[config.mk]
export PLATFORM = sky130hd
export DESIGN_NAME = chunk_reassembly_tracker_unit
export DESIGN_NICKNAME = d
export VERILOG_FILES = /design/src/rtl/crt_pkg.sv /design/src/rtl/crt_bitmap.sv /design/src/rtl/chunk_reassembly_tracker_unit.sv
export SDC_FILE = /design/constraint.sdc
export NUM_CORES = 2
export LEC_CHECK = 0
export ABC_CLOCK_PERIOD_IN_PS = 14400
export BUFFER_PORTS_ARGS = -buffer_cell sky130_fd_sc_hd__buf_4
export CAP_MARGIN = 10
export CORE_ASPECT_RATIO = 1.4
export CORE_UTILIZATION = 35
export DETAILED_ROUTE_END_ITERATION = 16
export PLACE_DENSITY_LB_ADDON = 0.15
export REMOVE_ABC_BUFFERS = 1
export SETUP_SLACK_MARGIN = 0.05
export SYNTH_ARGS = -nofsm -noshare
export SYNTH_HDL_FRONTEND = slang
export SYNTH_HIERARCHICAL = 1
export SYNTH_SLANG_ARGS = --single-unit
[constraint.sdc]
create_clock -name clk -period 14.4 [get_ports clk]
set_input_delay 0.72 -clock clk [delete_from_list [all_inputs] [get_ports clk]]
set_output_delay 0.72 -clock clk [all_outputs]
set_load 0.02 [all_outputs]
[src/rtl/crt_pkg.sv]
`timescale 1ns / 1ps

package crt_pkg;

	localparam int DEF_MAX_CHUNKS = 1024;
	localparam int CFG_IDX_W = 2;
	localparam int CFG_DATA_W = 24;

	typedef enum logic [CFG_IDX_W-1:0] {
		CFG_TOTAL_BYTES      = 2'd0,
		CFG_CHUNK_BYTES      = 2'd1,
		CFG_NUMBER_OF_CHUNKS = 2'd2
	} cfg_idx_t;

	typedef enum logic [2:0] {
		ST_OK          = 3'd0,
		ST_NOT_SET_UP  = 3'd1,
		ST_INDEX_RANGE = 3'd2,
		ST_COMPLETE    = 3'd3,
		ST_DUPLICATE   = 3'd4,
		ST_NO_PAYLOAD  = 3'd5,
		ST_LENGTH      = 3'd6
	} status_t;

	typedef struct packed {
		logic [9:0]  chunk_number;
		logic [23:0] chunk_length;
		logic        payload_present;
	} chunk_item_t;

	typedef struct packed {
		status_t     status;
		logic [25:0] write_offset;
		logic [10:0] received_total;
		logic        transfer_complete;
	} result_item_t;

	typedef struct packed {
		logic rd;
		logic wr;
		logic clr;
	} map_ctl_t;

endpackage

[src/rtl/crt_bitmap.sv]
`timescale 1ns / 1ps

module crt_bitmap
	import crt_pkg::*;
#(
	parameter int ROW_W  = 32,
	parameter int ROWS   = 32,
	parameter int ROW_AW = 5
) (
	input  logic              clk,
	input  logic              arst_n,
	input  map_ctl_t          ctl,
	input  logic [ROW_AW-1:0] rd_row,
	input  logic [ROW_AW-1:0] wr_row,
	input  logic [ROW_W-1:0]  wr_bits,
	output logic [ROW_W-1:0]  rd_bits
);

	logic [ROW_W-1:0] mem_q [ROWS];
	logic [ROWS-1:0]  row_vld_q;
	logic [ROW_W-1:0] rd_data_q;
	logic             rd_vld_q;

	always_ff @(posedge clk) begin
		if (ctl.wr) begin
			mem_q[wr_row] <= wr_bits;
		end
		if (ctl.rd) begin
			rd_data_q <= mem_q[rd_row];
		end
	end

	// A row that has not been written since the last clear reads as all zero.
	always_ff @(posedge clk or negedge arst_n) begin
		if (!arst_n) begin
			row_vld_q <= '0;
			rd_vld_q  <= 1'b0;
		end else begin
			if (ctl.clr) begin
				row_vld_q <= '0;
			end else if (ctl.wr) begin
				row_vld_q[wr_row] <= 1'b1;
			end
			if (ctl.rd) begin
				rd_vld_q <= row_vld_q[rd_row];
			end
		end
	end

	assign rd_bits = rd_vld_q ? rd_data_q : '0;

endmodule

[src/rtl/chunk_reassembly_tracker_unit.sv]
`timescale 1ns / 1ps

// Chunk reassembly tracker. Each accepted chunk header takes two steps: in the first the
// row of the received bitmap that holds its bit is read from the bitmap memory, and in the
// second the checks run, the row is written back and the result is loaded into the output
// register, so no new header is taken until the last has left its check step. A header waits
// there for as long as an earlier result is still held by a stall on the result side. The
// bitmap rows carry flip-flop valid bits, so reset and configuration writes clear the tracker
// at once, with no clearing pass. Configuration writes are taken whenever no header is in its
// check step; a write to a defined index clears the bitmap, the count and the complete flag.
module chunk_reassembly_tracker_unit
	import crt_pkg::*;
#(
	parameter int MAX_CHUNKS = DEF_MAX_CHUNKS
) (
	input  logic                  clk,
	input  logic                  arst_n,
	input  logic                  chunk_valid,
	output logic                  chunk_stall,
	input  chunk_item_t           chunk,
	output logic                  result_valid,
	input  logic                  result_stall,
	output result_item_t          result,
	input  logic                  cfg_valid,
	output logic                  cfg_ready,
	input  logic [CFG_IDX_W-1:0]  cfg_index,
	input  logic [CFG_DATA_W-1:0] cfg_data
);

	localparam int ROW_W  = (MAX_CHUNKS > 8192) ? 256 : 32;
	localparam int ROWS   = (MAX_CHUNKS + ROW_W - 1) / ROW_W;
	localparam int ROW_AW = (ROWS > 1) ? $clog2(ROWS) : 1;
	localparam int BIT_AW = $clog2(ROW_W);

	logic [23:0]       total_q;
	logic [15:0]       chunk_bytes_q;
	logic [10:0]       num_chunks_q;
	logic [10:0]       count_q;
	logic              done_q;

	logic              valid_s1;
	chunk_item_t       item_s1;
	logic [25:0]       off_s1;
	logic [ROW_AW-1:0] row_s1;
	logic [BIT_AW-1:0] bit_s1;

	logic              result_valid_q;
	result_item_t      result_q;

	logic              chunk_acc;
	logic              cfg_acc;
	logic              cfg_hit;
	logic              fire;
	map_ctl_t          map_ctl;
	logic [ROW_AW-1:0] rd_row;
	logic [ROW_W-1:0]  row_bits;
	logic [ROW_W-1:0]  row_next;

	status_t           status;
	logic [10:0]       idx_ext;
	logic              last_chunk;
	logic [23:0]       expected;
	logic [10:0]       count_next;
	result_item_t      res;

	assign chunk_stall = valid_s1 || cfg_valid;
	assign chunk_acc   = chunk_valid && !chunk_stall;
	assign cfg_ready   = !valid_s1;
	assign cfg_acc     = cfg_valid && cfg_ready;
	assign fire        = valid_s1 && (!result_valid_q || !result_stall);

	always_comb begin
		case (cfg_idx_t'(cfg_index))
			CFG_TOTAL_BYTES:      cfg_hit = 1'b1;
			CFG_CHUNK_BYTES:      cfg_hit = 1'b1;
			CFG_NUMBER_OF_CHUNKS: cfg_hit = 1'b1;
			default:              cfg_hit = 1'b0;
		endcase
	end

	assign rd_row = ROW_AW'(32'(chunk.chunk_number) >> BIT_AW);

	always_comb begin
		map_ctl.rd  = chunk_acc;
		map_ctl.wr  = fire && (status == ST_OK);
		map_ctl.clr = cfg_acc && cfg_hit;
	end

	crt_bitmap #(
		.ROW_W  (ROW_W),
		.ROWS   (ROWS),
		.ROW_AW (ROW_AW)
	) u_bitmap (
		.clk     (clk),
		.arst_n  (arst_n),
		.ctl     (map_ctl),
		.rd_row  (rd_row),
		.wr_row  (row_s1),
		.wr_bits (row_next),
		.rd_bits (row_bits)
	);

	always_comb begin
		idx_ext    = {1'b0, item_s1.chunk_number};
		last_chunk = (idx_ext + 11'd1) == num_chunks_q;
		expected   = last_chunk ? (total_q - off_s1[23:0]) : {8'd0, chunk_bytes_q};
		count_next = count_q + 11'd1;
		row_next   = row_bits | (ROW_W'(1) << bit_s1);

		if (num_chunks_q == 11'd0) begin
			status = ST_NOT_SET_UP;
		end else if (idx_ext >= num_chunks_q
				|| 32'(item_s1.chunk_number) >= 32'(MAX_CHUNKS)) begin
			status = ST_INDEX_RANGE;
		end else if (done_q) begin
			status = ST_COMPLETE;
		end else if (row_bits[bit_s1]) begin
			status = ST_DUPLICATE;
		end else if (item_s1.chunk_length != 24'd0 && !item_s1.payload_present) begin
			status = ST_NO_PAYLOAD;
		end else if (item_s1.chunk_length != expected) begin
			status = ST_LENGTH;
		end else begin
			status = ST_OK;
		end

		res.status = status;
		if (status == ST_OK) begin
			res.write_offset      = off_s1;
			res.received_total    = count_next;
			res.transfer_complete = (count_next == num_chunks_q);
		end else begin
			res.write_offset      = '0;
			res.received_total    = count_q;
			res.transfer_complete = done_q;
		end
	end

	always_ff @(posedge clk) begin
		if (chunk_acc) begin
			item_s1 <= chunk;
			off_s1  <= 26'(chunk.chunk_number) * 26'(chunk_bytes_q);
			row_s1  <= rd_row;
			bit_s1  <= chunk.chunk_number[BIT_AW-1:0];
		end
		if (fire) begin
			result_q <= res;
		end
	end

	always_ff @(posedge clk or negedge arst_n) begin
		if (!arst_n) begin
			total_q        <= '0;
			chunk_bytes_q  <= '0;
			num_chunks_q   <= '0;
			count_q        <= '0;
			done_q         <= 1'b0;
			valid_s1       <= 1'b0;
			result_valid_q <= 1'b0;
		end else begin
			if (cfg_acc) begin
				case (cfg_idx_t'(cfg_index))
					CFG_TOTAL_BYTES:      total_q       <= cfg_data;
					CFG_CHUNK_BYTES:      chunk_bytes_q <= cfg_data[15:0];
					CFG_NUMBER_OF_CHUNKS: num_chunks_q  <= cfg_data[10:0];
					default:              ;
				endcase
				if (cfg_hit) begin
					count_q <= '0;
					done_q  <= 1'b0;
				end
			end else if (fire && status == ST_OK) begin
				count_q <= count_next;
				done_q  <= res.transfer_complete;
			end

			if (chunk_acc) begin
				valid_s1 <= 1'b1;
			end else if (fire) begin
				valid_s1 <= 1'b0;
			end

			if (fire) begin
				result_valid_q <= 1'b1;
			end else if (!result_stall) begin
				result_valid_q <= 1'b0;
			end
		end
	end

	assign result_valid = result_valid_q;
	assign result       = result_q;

endmodule

==> flow_summary_export.csv <==
group,metric,value,unit
timing,timing.final.crit_share,0.531,
clocking,clock_latency,780,ps
clocking,path_clk_slew,60,ps
grt,grt_start_max_net_pins,106,
synthesis,synth_top_family_by_area,"multiplexers",
timing,setup_slack,6750,ps
detailed_routing,vias,30002,
synthesis,synthAdderAreaFrac,0.0619,
timing,setup_viol_count_final,0,
synthesis,async_reset_ff_frac,0.0780,
critical_path,path_max_fanout,33,
synthesis,ys_seq_area_frac,0.661,
timing,fin_skew,46.3,ps
synthesis,avgSynthCellArea,17.7,sq um
timing,rsz0062_at_grt,"false",
synthesis,syn_area,56300,sq um
place,io_buffer_count,109,
timing,slew_headroom,0.167,
detailed_routing,wirelength,164,mm
floorplan,die_area,162000,sq um
timing,finalCriticalPeriod,7650,ps
clocking,cts_max_level,3,
critical_path,start_kind,"flop",
critical_path,cp_top_family,"simple AND/OR/NAND/NOR gates",
clocking,cts_root_buf,"clkbuf_16",
synthesis,ys_warn_count,6,
worst_hold_path,min_path_type,"in2reg",
timing,fmax,0.131,GHz
timing,tns,0,ps
clocking,cts_resized,0,
timing,hold_violations,0,
grt,antenna_found_initial,7,
grt,grt_pass1_vias,31097,
job,max-cap-violations,0,
detailed_routing,vias_per_cell,5.45,
critical_path,crit_path_max_incr_delay,1030,ps
detailed_routing,drc,0,
floorplan,core_area,159000,sq um
synthesis,synth-seq-cells,1256,
floorplan,start_util,0.354,
timing,max_slew.worst_pin.slew,1250,ps
clocking,clk_path_buf_depth,3,
power,power_per_cell_area,175,nW/um^2
synthesis,synth_cells,3183,
synthesis,synth_edf_count,1158,
power,ir_drop,0.160,mV
final_layout,area_growth,12.9,%
critical_path,crit_path_end_kind,"flop",
place,place_ws,6900,ps
critical_path,path_class,"reg2reg",
floorplan,core.rowCount,173,
power,power_leakage,21.8,nW
grt,grt_usage,0.202,
critical_path,slowest_stage,"nor2_4",
synthesis,synth_xor_area_frac,0.0148,
floorplan,dieHeight,476,um
timing,maxSlewViolCount,0,
synthesis,synth_mux_area_frac,0.151,
grt,grt_pass1_wl,232,mm
detailed_routing,ant_nets,0,
grt,grt-ovfl-total,0,
clocking,numCtsBuffers,118,
status,status,"completed",
final_layout,drive_above_1_share,0.238,
synthesis,synth_ff_type,"edfxtp_1",
critical_path,crit_chain,"ha_1, ha_1, xnor2_1, a2111oi_0, o211ai_1, or2_1, nor2_1, o2111ai_1, a2111oi_0, and4b_1, nand4_4, inv_1, or3b_2, nor2_4",
clocking,cts.sinks,1256,
floorplan,dieWidth,341,um
clocking,cts_tree,"built",
detailed_routing,drt_iter0_drc,2461,
place,dpl.hpwl,109,mm
detailed_routing,firstDrtPassIters,8,
synthesis,synth_compound_area_frac,0.0290,
critical_path,worstPathRequired,14770,ps
synthesis,synth-simple-area-share,0.0563,
final_layout,num-nets-final,3577,
critical_path,critical_path_arrival,8020,ps
detailed_routing,routedWlPerCell,29.8,um
synthesis,ys_types,79,
critical_path,path_buf_inv,1,
floorplan,io-pin-count,110,
place,routabilityCongestion,0.894,
[state kept, by name, summed over array words and instances (netlist names), 16 cells and up]
name,count
result,41
u_bitmap/rd_data_q,32
off_s1,26
item_s1,25
u_bitmap/mem_q,1024
u_bitmap/row_vld_q,32
chunk_bytes_q,16
total_q,24
[Yosys cell counts, drive strengths merged (6+ instances only)]
cell | number | share of area
and2 | 150 | 0.017
buf | 56 | 0.0066
nor2b | 15 | 0.0017
nor4 | 12 | 0.0013
edfxtp | 1158 | 0.62
nand2 | 146 | 0.0097
o211ai | 13 | 0.0017
o21ai | 36 | 0.0032
nand4 | 17 | 0.0022
clkbuf | 100 | 0.0067
nand3b | 9 | 0.0012
mux2i | 27 | 0.0048
or2 | 11 | 0.0012
a21o | 27 | 0.0036
xnor2 | 70 | 0.011
nand2b | 10 | 0.0011
dfrtp | 98 | 0.044
and3 | 20 | 0.0023
a21oi | 60 | 0.0055
mux2 | 72 | 0.014
xor2 | 25 | 0.0039
a31o | 15 | 0.0023
a31oi | 12 | 0.0013
a211oi | 8 | 0.0011
fa | 111 | 0.039
nand3 | 36 | 0.0032
ha | 101 | 0.022
inv | 179 | 0.012
o21a | 6 | 0.00080
nor2 | 139 | 0.0093
mux4 | 330 | 0.13
nor3 | 25 | 0.0022
a2111oi | 7 | 0.0011
[kinds of logic (layout without fill, tap and decap cells)]
family | count (synthesis) | after routing
other | 0 | 6
AO/OA/AOI/OAI | 238 | 238
multiplexers | 429 | 429
XOR/XNOR | 95 | 95
buffers and inverters | 335 | 549
AND/OR/NAND/NOR | 618 | 618
flip-flops | 1256 | 1256
adder cells (fa/ha/maj) | 212 | 212
[cells in the final DEF (no fill, tap or decap), types with 98 or more instances in the layout]
master     instances
dfrtp_1           98
nand2_1          146
buf_4            145
inv_1            176
mux4_2           330
ha_1             101
fa_1             111
nor2_1           106
clkbuf_16        119
edfxtp_1        1158
and2_1           150
[worst reg2reg max path, stage by stage (launching register included)]
cell and delay, ps:
edfxtp_1 780, ha_1 370, ha_1 280, xnor2_1 140, a2111oi_0 410, o211ai_1 200
or2_1 270, nor2_1 690, o2111ai_1 280, a2111oi_0 470, and4b_1 1000, nand4_4 280
inv_1 210, or3b_2 780, nor2_4 1030
[layout make-up]
| class | count | area, sq um |
|---|---|---|
| clock inverter | 69 | 748 |
| tap | 2100 | 2630 |
| fill | 14334 | 95600 |
| sequential | 1256 | 37200 |
| multi-input combinational | 1592 | 17900 |
| inverter | 179 | 672 |
| antenna | 6 | 15.0 |
| timing repair buffer | 152 | 1200 |
| clock buffer | 149 | 3110 |
[metal layers]
metal	GRT usage	wire length, um
met1	0.246	63700
met2	0.361	86800
met3	0.0276	7490
met4	0.0774	6140
met5	0	0
[power breakdown]
group	internal (W)	leakage (nW)	total (W)	switching [W]
Combinational	0.00141	8.06	0.00359	0.00218
Sequential	0.00429	11.8	0.00440	0.000105
Clock	0.00177	1.88	0.00315	0.00138
Total	0.00747	21.8	0.0111	0.00367
[what timing repair did]
item,4_1_cts,5_1_grt
buffers inserted,0,0
hold endpoints to repair,41,0
hold buffers,1,0
[metrics by stage]
stage               area (sq um)  utilization  power, W  cells  hold WS, ps
floorplan                  55500            -   0.00691   3027          424
global placement           59600        0.375   0.00811   5277          480
detailed placement         59600        0.375   0.00812   5277          490
CTS                        63500        0.399    0.0113   5496         52.1
global route               63500        0.399    0.0118   5497         94.0
finish                     63500        0.399    0.0111   5503          121
[path summary, 6_finish.rpt]
kind                       slack, ps                      to              from  cells past startpoint
setup / recovery                6750  u_bitmap/mem_q[12][10]        idx_ext[0]                     14
hold / removal                   120             item_s1[22]         chunk[22]                      1
setup reg to reg                6750  u_bitmap/mem_q[12][10]        idx_ext[0]                     14
hold reg to reg                  510        chunk_bytes_q[4]  chunk_bytes_q[4]                      1
max in group asynchronous      12470  u_bitmap/row_vld_q[26]            arst_n                      3
min in group asynchronous        550              count_q[2]            arst_n                      2
No activity file was read; power rests on OpenSTA's default activity.
